### config.mk
export PLATFORM = sky130hd
export DESIGN_NAME = chained_hash_table_engine_top
export DESIGN_NICKNAME = d
export VERILOG_FILES = /design/src/design/chte_pkg.sv /design/src/design/chte_datapath.sv /design/src/design/chte_ctrl.sv /design/src/design/chained_hash_table_engine_top.sv
export SDC_FILE = /design/constraint.sdc
export NUM_CORES = 2
export LEC_CHECK = 0
export BUFFER_PORTS_ARGS = -buffer_cell sky130_fd_sc_hd__buf_2
export CAP_MARGIN = 10
export CELL_PAD_IN_SITES_DETAIL_PLACEMENT = 1
export CELL_PAD_IN_SITES_GLOBAL_PLACEMENT = 1
export CORE_ASPECT_RATIO = 0.8
export CORE_UTILIZATION = 35
export DETAILED_ROUTE_END_ITERATION = 10
export PLACE_DENSITY = 0.52
export SLEW_MARGIN = 40
export SYNTH_ARGS = -nofsm -noshare
export SYNTH_HDL_FRONTEND = slang
export SYNTH_SLANG_ARGS = --single-unit
### constraint.sdc
create_clock -name clock -period 7.8 [get_ports clock]
set_input_delay 1.56 -clock clock [delete_from_list [all_inputs] [get_ports clock]]
set_output_delay 1.56 -clock clock [all_outputs]
set_load 0.005 [all_outputs]
### src/design/chte_pkg.sv
`timescale 1ns / 1ps
// ----------------------------------------------------------------------------
// chte_pkg: shared types and constants
// Sizes, operation and status codes, transaction payloads, ctrl/dp interface.
// ----------------------------------------------------------------------------
package chte_pkg;

   localparam int NODES      = 64;
   localparam int BUCKETS    = 8;
   localparam int KEY_BITS   = 32;
   localparam int NODE_W     = 6;
   localparam int BKT_W      = 3;
   localparam int CNT_W      = 7;

   localparam logic [2:0] MODE_ALLOC    = 3'd0;
   localparam logic [2:0] MODE_INS_TAIL = 3'd1;
   localparam logic [2:0] MODE_INS_HEAD = 3'd2;
   localparam logic [2:0] MODE_LOOKUP   = 3'd3;
   localparam logic [2:0] MODE_UNLINK   = 3'd4;
   localparam logic [2:0] MODE_RELEASE  = 3'd5;

   localparam logic [1:0] ST_OK        = 2'd0;
   localparam logic [1:0] ST_NOT_FOUND = 2'd1;
   localparam logic [1:0] ST_EMPTY     = 2'd2;
   localparam logic [1:0] ST_BAD       = 2'd3;

   typedef struct packed {
      logic [2:0]          mode;
      logic [NODE_W-1:0]   node;
      logic [KEY_BITS-1:0] key;
   } req_type;

   typedef struct packed {
      logic [NODE_W-1:0] node_out;
      logic [1:0]        status;
   } rsp_type;

   // controller -> datapath
   typedef struct packed {
      logic load;     // capture request
      logic rd;       // issue node memory read at walk/link address
      logic commit;   // apply the operation's writes
      logic step;     // advance walk to next node
   } cmd_type;

   // datapath -> controller
   typedef struct packed {
      logic [2:0] mode;
      logic       bad;       // request rejected up front
      logic       walk_done; // chain exhausted
      logic       hit;       // key compare matched
   } sts_type;

endpackage

### src/design/chte_datapath.sv
`timescale 1ns / 1ps
// ----------------------------------------------------------------------------
// chte_datapath: node memories, bucket table and free FIFO
// Performs the reads and writes sequenced by the controller.
// ----------------------------------------------------------------------------
module chte_datapath
   import chte_pkg::*;
(
   input  logic    clock,
   input  logic    reset,
   input  req_type req,
   input  cmd_type cmd,
   output sts_type sts,
   output rsp_type result
);

   logic [KEY_BITS-1:0] key_mem  [NODES];
   logic [NODE_W-1:0]   next_mem [NODES];
   logic [NODE_W-1:0]   prev_mem [NODES];
   logic [NODE_W-1:0]   fifo_mem [NODES];
   logic [NODE_W-1:0]   head_ff  [BUCKETS];
   logic [NODE_W-1:0]   tail_ff  [BUCKETS];
   logic [CNT_W-1:0]    count_ff [BUCKETS];
   logic [NODES-1:0]    inb_ff;
   logic [NODES-1:0]    fvalid_ff;   // unwritten fifo entry i reads as i
   logic [NODE_W-1:0]   rptr_ff, wptr_ff;
   logic [CNT_W-1:0]    level_ff;

   req_type             r_ff;
   logic [NODE_W-1:0]   cur_ff, cur_in;
   logic [CNT_W-1:0]    idx_ff;
   logic [KEY_BITS-1:0] rkey_ff;
   logic [NODE_W-1:0]   rnext_ff, rprev_ff, fifo_q_ff;

   logic [BKT_W-1:0] bkt_req, bkt_node;
   logic [NODE_W-1:0] node_r;
   assign node_r   = r_ff.node;
   assign bkt_req  = r_ff.key[BKT_W-1:0];
   assign bkt_node = rkey_ff[BKT_W-1:0];

   // read address: walk pointer for lookup, else request node
   logic [NODE_W-1:0] raddr;
   assign raddr = (r_ff.mode == MODE_LOOKUP) ? cur_ff : node_r;

   always_ff @(posedge clock) begin
      if (cmd.rd) begin
         rkey_ff   <= key_mem[raddr];
         rnext_ff  <= next_mem[raddr];
         rprev_ff  <= prev_mem[raddr];
         fifo_q_ff <= fifo_mem[rptr_ff];
      end
   end

   always_comb begin
      cur_in = cur_ff;
      if (cmd.load)      cur_in = head_ff[req.key[BKT_W-1:0]];
      else if (cmd.step) cur_in = rnext_ff;
   end

   logic bad_c;
   always_comb begin
      case (r_ff.mode)
         MODE_ALLOC:    bad_c = (level_ff == '0);
         MODE_INS_TAIL,
         MODE_INS_HEAD: bad_c = inb_ff[node_r];
         MODE_LOOKUP:   bad_c = 1'b0;
         MODE_UNLINK:   bad_c = !inb_ff[node_r];
         MODE_RELEASE:  bad_c = inb_ff[node_r] || (level_ff >= CNT_W'(NODES));
         default:       bad_c = 1'b1;
      endcase
   end

   assign sts.mode      = r_ff.mode;
   assign sts.bad       = bad_c;
   assign sts.walk_done = (idx_ff >= count_ff[bkt_req]);
   assign sts.hit       = (rkey_ff == r_ff.key);

   always_ff @(posedge clock) begin
      if (cmd.load) begin
         r_ff   <= req;
         idx_ff <= '0;
      end else if (cmd.step) begin
         idx_ff <= idx_ff + 1'b1;
      end
      cur_ff <= cur_in;
   end

   // payload memories (no reset)
   always_ff @(posedge clock) begin
      if (cmd.commit) begin
         case (r_ff.mode)
            MODE_INS_TAIL: begin
               key_mem[node_r] <= r_ff.key;
               if (count_ff[bkt_req] != '0) begin
                  next_mem[tail_ff[bkt_req]] <= node_r;
                  prev_mem[node_r]           <= tail_ff[bkt_req];
               end
            end
            MODE_INS_HEAD: begin
               key_mem[node_r] <= r_ff.key;
               if (count_ff[bkt_req] != '0) begin
                  prev_mem[head_ff[bkt_req]] <= node_r;
                  next_mem[node_r]           <= head_ff[bkt_req];
               end
            end
            MODE_UNLINK: begin
               if (head_ff[bkt_node] != node_r && tail_ff[bkt_node] != node_r) begin
                  next_mem[rprev_ff] <= rnext_ff;
                  prev_mem[rnext_ff] <= rprev_ff;
               end
            end
            MODE_RELEASE: fifo_mem[wptr_ff] <= node_r;
            default: ;
         endcase
      end
   end

   always_ff @(posedge clock) begin
      if (cmd.commit) begin
         case (r_ff.mode)
            MODE_INS_TAIL: begin
               if (count_ff[bkt_req] == '0) head_ff[bkt_req] <= node_r;
               tail_ff[bkt_req] <= node_r;
            end
            MODE_INS_HEAD: begin
               if (count_ff[bkt_req] == '0) tail_ff[bkt_req] <= node_r;
               head_ff[bkt_req] <= node_r;
            end
            MODE_UNLINK: begin
               if (head_ff[bkt_node] == node_r && tail_ff[bkt_node] != node_r)
                  head_ff[bkt_node] <= rnext_ff;
               else if (tail_ff[bkt_node] == node_r && head_ff[bkt_node] != node_r)
                  tail_ff[bkt_node] <= rprev_ff;
            end
            default: ;
         endcase
      end
   end

   always_ff @(posedge clock) begin
      if (reset) begin
         inb_ff    <= '0;
         fvalid_ff <= '0;
         rptr_ff   <= '0;
         wptr_ff   <= '0;
         level_ff  <= CNT_W'(NODES);
         for (int i = 0; i < BUCKETS; i++) count_ff[i] <= '0;
      end else if (cmd.commit) begin
         case (r_ff.mode)
            MODE_ALLOC: begin
               rptr_ff  <= (rptr_ff == NODE_W'(NODES-1)) ? '0 : rptr_ff + 1'b1;
               level_ff <= level_ff - 1'b1;
            end
            MODE_INS_TAIL, MODE_INS_HEAD: begin
               inb_ff[node_r]    <= 1'b1;
               count_ff[bkt_req] <= count_ff[bkt_req] + 1'b1;
            end
            MODE_UNLINK: begin
               inb_ff[node_r] <= 1'b0;
               if (count_ff[bkt_node] != '0)
                  count_ff[bkt_node] <= count_ff[bkt_node] - 1'b1;
            end
            MODE_RELEASE: begin
               fvalid_ff[wptr_ff] <= 1'b1;
               wptr_ff  <= (wptr_ff == NODE_W'(NODES-1)) ? '0 : wptr_ff + 1'b1;
               level_ff <= level_ff + 1'b1;
            end
            default: ;
         endcase
      end
   end

   // result formed from current state (valid when controller finishes)
   always_comb begin
      result = '{node_out: '0, status: ST_OK};
      case (r_ff.mode)
         MODE_ALLOC: begin
            if (level_ff == '0) result.status = ST_EMPTY;
            else result.node_out = fvalid_ff[rptr_ff] ? fifo_q_ff : rptr_ff;
         end
         MODE_LOOKUP: begin
            if (!sts.walk_done && sts.hit) result.node_out = cur_ff;
            else result.status = ST_NOT_FOUND;
         end
         MODE_INS_TAIL, MODE_INS_HEAD, MODE_UNLINK, MODE_RELEASE: begin
            if (bad_c) result.status = ST_BAD;
            else result.node_out = node_r;
         end
         default: result.status = ST_BAD;
      endcase
   end

   assert property (@(posedge clock) disable iff (reset)
      level_ff <= CNT_W'(NODES))
      else $error("free level overflow");
   assert property (@(posedge clock) disable iff (reset)
      cmd.commit && r_ff.mode == MODE_ALLOC |-> level_ff != '0)
      else $error("alloc committed on empty pool");
   assert property (@(posedge clock) disable iff (reset)
      !(cmd.load && cmd.commit))
      else $error("load and commit together");

endmodule

### src/design/chte_ctrl.sv
`timescale 1ns / 1ps
// ----------------------------------------------------------------------------
// chte_ctrl: operation sequencer
// Accepts a transaction, reads, walks or commits, then holds the response.
// ----------------------------------------------------------------------------
module chte_ctrl
   import chte_pkg::*;
(
   input  logic    clock,
   input  logic    reset,
   input  logic    req_valid,
   output logic    req_ready,
   output logic    rsp_valid,
   input  logic    rsp_ready,
   input  sts_type sts,
   input  rsp_type result,
   output rsp_type rsp_data,
   output cmd_type cmd
);

   localparam logic [2:0] S_IDLE  = 3'd0;
   localparam logic [2:0] S_READ  = 3'd1;
   localparam logic [2:0] S_WAIT  = 3'd2;
   localparam logic [2:0] S_DEC   = 3'd3;
   localparam logic [2:0] S_RESP  = 3'd4;

   logic [2:0] state_ff, state_in;
   logic       rsp_valid_ff, rsp_valid_in;
   rsp_type    rsp_ff, rsp_in;

   // new transaction can enter once the previous response slot frees
   assign req_ready = (state_ff == S_IDLE) && (!rsp_valid_ff || rsp_ready);
   assign rsp_valid = rsp_valid_ff;
   assign rsp_data  = rsp_ff;

   always_comb begin
      state_in     = state_ff;
      cmd          = '0;
      rsp_in       = rsp_ff;
      rsp_valid_in = rsp_valid_ff && !rsp_ready;
      case (state_ff)
         S_IDLE: begin
            if (req_valid && req_ready) begin
               cmd.load = 1'b1;
               state_in = S_READ;
            end
         end
         S_READ: begin
            cmd.rd   = 1'b1;
            state_in = S_WAIT;
         end
         S_WAIT: state_in = S_DEC;
         S_DEC: begin
            if (sts.mode == MODE_LOOKUP && !sts.walk_done && !sts.hit) begin
               cmd.step = 1'b1;
               state_in = S_READ;
            end else begin
               state_in = S_RESP;
            end
         end
         S_RESP: begin
            rsp_in       = result;
            rsp_valid_in = 1'b1;
            cmd.commit   = !sts.bad;
            state_in     = S_IDLE;
         end
         default: state_in = S_IDLE;
      endcase
   end

   always_ff @(posedge clock) begin
      if (reset) begin
         state_ff     <= S_IDLE;
         rsp_valid_ff <= 1'b0;
      end else begin
         state_ff     <= state_in;
         rsp_valid_ff <= rsp_valid_in;
      end
      rsp_ff <= rsp_in;
   end

   assert property (@(posedge clock) disable iff (reset)
      cmd.commit |-> state_ff == S_RESP)
      else $error("commit outside response state");
   assert property (@(posedge clock) disable iff (reset)
      state_ff == S_RESP |-> !rsp_valid_ff || rsp_ready)
      else $error("response overwritten");
   assert property (@(posedge clock) disable iff (reset)
      cmd.step |-> sts.mode == MODE_LOOKUP)
      else $error("walk step outside lookup");

endmodule

### src/design/chained_hash_table_engine_top.sv
`timescale 1ns / 1ps
// ----------------------------------------------------------------------------
// chained_hash_table_engine_top: hashed node pool with free FIFO
// Top level joining the sequencer and the table datapath.
// ----------------------------------------------------------------------------
// Usage:
//  - req_ channel carries one transaction (mode, node, key); rsp_ returns
//    exactly one (node_out, status) per request, in order.
//  - Operations other than lookup go from accept to rsp_valid through
//    a read issue, a read wait, a decision and a commit/response state.
//  - Lookup walks the bucket chain one node at a time (registered
//    node memory read then key compare); a hit reads up to the
//    matching node and a miss reads chain length + 1 nodes.
//  - One transaction in flight; req_ready returns high once the engine is
//    idle and the response register is empty or being drained in the
//    same cycle.
//  - A stalled rsp_ready holds the response and blocks new commits.
//  - Reset: all nodes free (FIFO order 0 upward), every bucket empty; the
//    FIFO initial contents are modeled by per-entry valid bits, so no
//    clearing pass is needed.
// ----------------------------------------------------------------------------
module chained_hash_table_engine_top
   import chte_pkg::*;
(
   input  logic    clock,
   input  logic    reset,
   input  logic    req_valid,
   output logic    req_ready,
   input  req_type req_data,
   output logic    rsp_valid,
   input  logic    rsp_ready,
   output rsp_type rsp_data
);

   cmd_type cmd;
   sts_type sts;
   rsp_type result;

   chte_ctrl u_ctrl (
      .clock     (clock),
      .reset     (reset),
      .req_valid (req_valid),
      .req_ready (req_ready),
      .rsp_valid (rsp_valid),
      .rsp_ready (rsp_ready),
      .sts       (sts),
      .result    (result),
      .rsp_data  (rsp_data),
      .cmd       (cmd)
   );

   chte_datapath u_dp (
      .clock  (clock),
      .reset  (reset),
      .req    (req_data),
      .cmd    (cmd),
      .sts    (sts),
      .result (result)
   );

endmodule
==> flow_summary.json <==
{
  "status": "finished, final reports clean",
  "cp_max_fo": 111,
  "first_global_vias": 95040,
  "hp-class": "flop to flop",
  "synth_cells": 10870,
  "whs_ns": 0.4776,
  "h-tree-depth": 5,
  "pre_cts_ws_ns": 1.935,
  "clockBufferDepth": 4,
  "worst_ep_required_time_ns": 8.43,
  "vdd_drop_max_mv": 0.2582,
  "power_frac_seq_pct": 43.2,
  "core_area_um2": 420800,
  "fin_nets": 10930,
  "gr-usage-met3_pct": 3.297,
  "synth.yosys.warnings": 0,
  "synth_top_cells_by_area": "edfxtp_1 (70%), nand2_1 (7.3%), mux4_2 (3.3%)",
  "p_leak_nw": 55.76,
  "relSlewSlack_pct": 38.87,
  "drive_gt1_share_pct": 14.01,
  "clk_pin_slew_worst_paths_ns": 0.06,
  "vias": 93530,
  "start_kind": "flop",
  "setup_viol": 0,
  "maxCapViolCount": 0,
  "ys_seq_area_share_pct": 72.34,
  "placed_cells": 16050,
  "die_y_um": 583.5,
  "ctsHoldBuffers": 0,
  "fin_crit_ns": 5.851,
  "ioPinCount": 55,
  "synth_edf_count": 3457,
  "grtUsageMet1_pct": 33.90,
  "whs_path_depth": 1,
  "hold_viol": 0,
  "num-fill-cells": 42480,
  "synth.distinct_cells": 84,
  "async_reset_ff_share_pct": 0,
  "cts_buffers": 388,
  "p_per_area_nw_per_um2": 310.5,
  "drtPass1Iterations": 6,
  "fp.dieW_um": 728.9,
  "avgSynthCellArea_um2": 13.62,
  "swShare_pct": 32.66,
  "layout.cells.most_common": "edfxtp_1",
  "post-route-period-util_pct": 75.01,
  "drc": 0,
  "gp_congestion": 0.8249,
  "timing.fmax_ghz": 0.1709,
  "grtUsageTotal_pct": 22.33,
  "synth_largest_area_cell": "edfxtp_1",
  "p_clk_share_pct": 34.0,
  "grt_use_met2_pct": 34.12,
  "cp.arrival_ns": 6.48,
  "avgRoutedWirePerCell_um": 28.96,
  "io_buffers": 54,
  "fin_setup_tns_ns": 0,
  "netlist_area_um2": 148000,
  "fin_skew_ns": 0.07942,
  "power_switching_w": 0.01720,
  "p_int_w": 0.03547,
  "finalMaxSlewViolations": 0,
  "dp_hpwl_mm": 293.6,
  "grt-ovfl-total": 0,
  "pwr-share-comb_pct": 22.8,
  "fin_ws_ns": 1.949,
  "utilization_pct": 40.31,
  "ys.flop_type": "edfxtp_1",
  "dieArea_um2": 425300,
  "worst_pin_slew_ns": 0.9169,
  "cts.repair.resized": 0,
  "ant_nets": 0,
  "post-cts-setup-buffers": 0,
  "rows": 213,
  "worstSetupPathType": "flop to flop",
  "cts_root_buffer": "clkbuf_16",
  "clkLatencyLatePin_ns": 1.01,
  "most-common-layout-cells": "edfxtp_1 (3457), nand2_1 (2890), nand3_1 (779), a311oi_1 (527), clkbuf_16 (391)",
  "grt_max_degree": 172,
  "cts_tree": "built",
  "grt_pass1_wl_mm": 700.1,
  "yosysTopAreaCellShare_pct": 70.16,
  "drtIter0Drc": 8846,
  "cts_sinks": 3618,
  "wl_mm": 486.0,
  "initial_utilization_pct": 35.16,
  "busiest_layer": "met2",
  "syn_nets": 10930,
  "ys_ff_latch": 3618,
  "rsz0062_at_grt": "false",
  "instances_no_fill": 16780,
  "critPathCaptureType": "flop",
  "antenna_found_initial": 36,
  "reg2reg_depth": 12,
  "via_per_inst": 5.574,
  "syn_to_final_growth_pct": 14.66
}
[final cells by class]
cell class	instances	area [um^2]	area share (%)
clock inverters	194	1729	1.019
well taps	5590	6994	4.123
repair buffers	412	4215	2.485
diodes	20	50.05	0.02950
flip-flops and latches	3618	107000	63.10
multi-input cells	6419	39210	23.11
clock buffers	502	10310	6.078
inverters	24	91.34	0.05384
[stage by stage]
stage | instance area, um^2 | power (W)
6_report | 169600 | 0.05267
5_1_grt | 169600 | 0.05453
4_1_cts | 169000 | 0.05310
3_5_place_dp | 157000 | 0.03516
3_3_place_gp | 155400 | 0.03488
2_1_floorplan | 148000 | 0.02945
[Yosys cell counts (40+ instances only)]
| master | number |
|---|---|
| nand2b_1 | 80 |
| buf_1 | 65 |
| nor3_1 | 175 |
| xor2_1 | 40 |
| clkbuf_1 | 688 |
| o21ba_2 | 62 |
| dfxtp_1 | 161 |
| nor2_1 | 200 |
| a311oi_1 | 530 |
| a31oi_1 | 189 |
| nand3_1 | 780 |
| a21oi_1 | 210 |
| nand2_1 | 2897 |
| a211oi_1 | 140 |
| mux4_2 | 217 |
| mux2i_1 | 172 |
| edfxtp_1 | 3457 |
| and3_1 | 368 |
[final timing paths]
path,startpoint,endpoint,slack [ns]
worst max-delay path,u_dp.node_r[0],u_dp.prev_mem[51][2],1.95
worst min-delay path,u_dp.fvalid_ff[25],u_dp.fvalid_ff[25],0.48
worst max register to register,u_dp.node_r[0],u_dp.prev_mem[51][2],1.95
worst min register to register,u_dp.fvalid_ff[25],u_dp.fvalid_ff[25],0.48
[registers in the layout (all words and copies together) (netlist names), 3 cells and up, named ones only]
| signal | flops |
|---|---|
| u_dp.sts | 3 |
| u_dp.next_mem | 384 |
| u_dp.bkt_req | 3 |
| u_dp.rprev_ff | 6 |
| u_dp.cur_ff | 6 |
| u_dp.prev_mem | 384 |
| u_dp.head_ff | 48 |
| u_dp.level_ff | 7 |
| u_dp.idx_ff | 7 |
| u_dp.key_mem | 2048 |
| u_dp.node_r | 6 |
| u_dp.wptr_ff | 6 |
| u_dp.rptr_ff | 6 |
| u_dp.fvalid_ff | 64 |
| u_ctrl.rsp_data | 8 |
| u_dp.fifo_mem | 384 |
| u_dp.rkey_ff | 32 |
| u_dp.tail_ff | 48 |
| u_dp.fifo_q_ff | 6 |
| u_dp.r_ff | 29 |
| u_ctrl.state_ff | 3 |
| u_dp.rnext_ff | 6 |
| u_dp.count_ff | 56 |
[kinds of logic after synthesis]
group	after synthesis	synth area share, %
compound gates	1303	6.662
xor+xnor	68	0.4025
fa+ha+maj	20	0.1742
buf+inv	830	2.216
flops	3618	72.34
mux	396	4.530
simple gates	4632	13.67
[critical path: stages (launching register included)]
cell	delay, ns
edfxtp_1	0.38
buf_12	0.43
mux2i_1	0.34
a22oi_1	0.11
nand3_1	0.16
nand4_1	0.37
o21a_1	0.41
or3_1	0.65
o211ai_2	0.65
inv_2	0.10
buf_4	0.28
or4_1	0.83
nor3_2	0.56
[per-layer routing]
| metal | share of wire (%) | wire length (um) |
|---|---|---|
| met5 | 0.017 | 83 |
| met4 | 1.8 | 8957 |
| met3 | 5.7 | 27570 |
| met2 | 45 | 216500 |
| met1 | 48 | 232900 |
[power groups by stage]
stage          clock network (W)  logic (W)  registers [W]
6_report                  0.0179     0.0120         0.0227
5_1_grt                   0.0189     0.0129         0.0227
4_1_cts                   0.0183     0.0120         0.0227
3_5_place_dp                   0     0.0120         0.0232
3_3_place_gp                   0     0.0117         0.0232
2_1_floorplan                  0    0.00609         0.0234
Note: power is estimated with default switching activity, not from simulation.
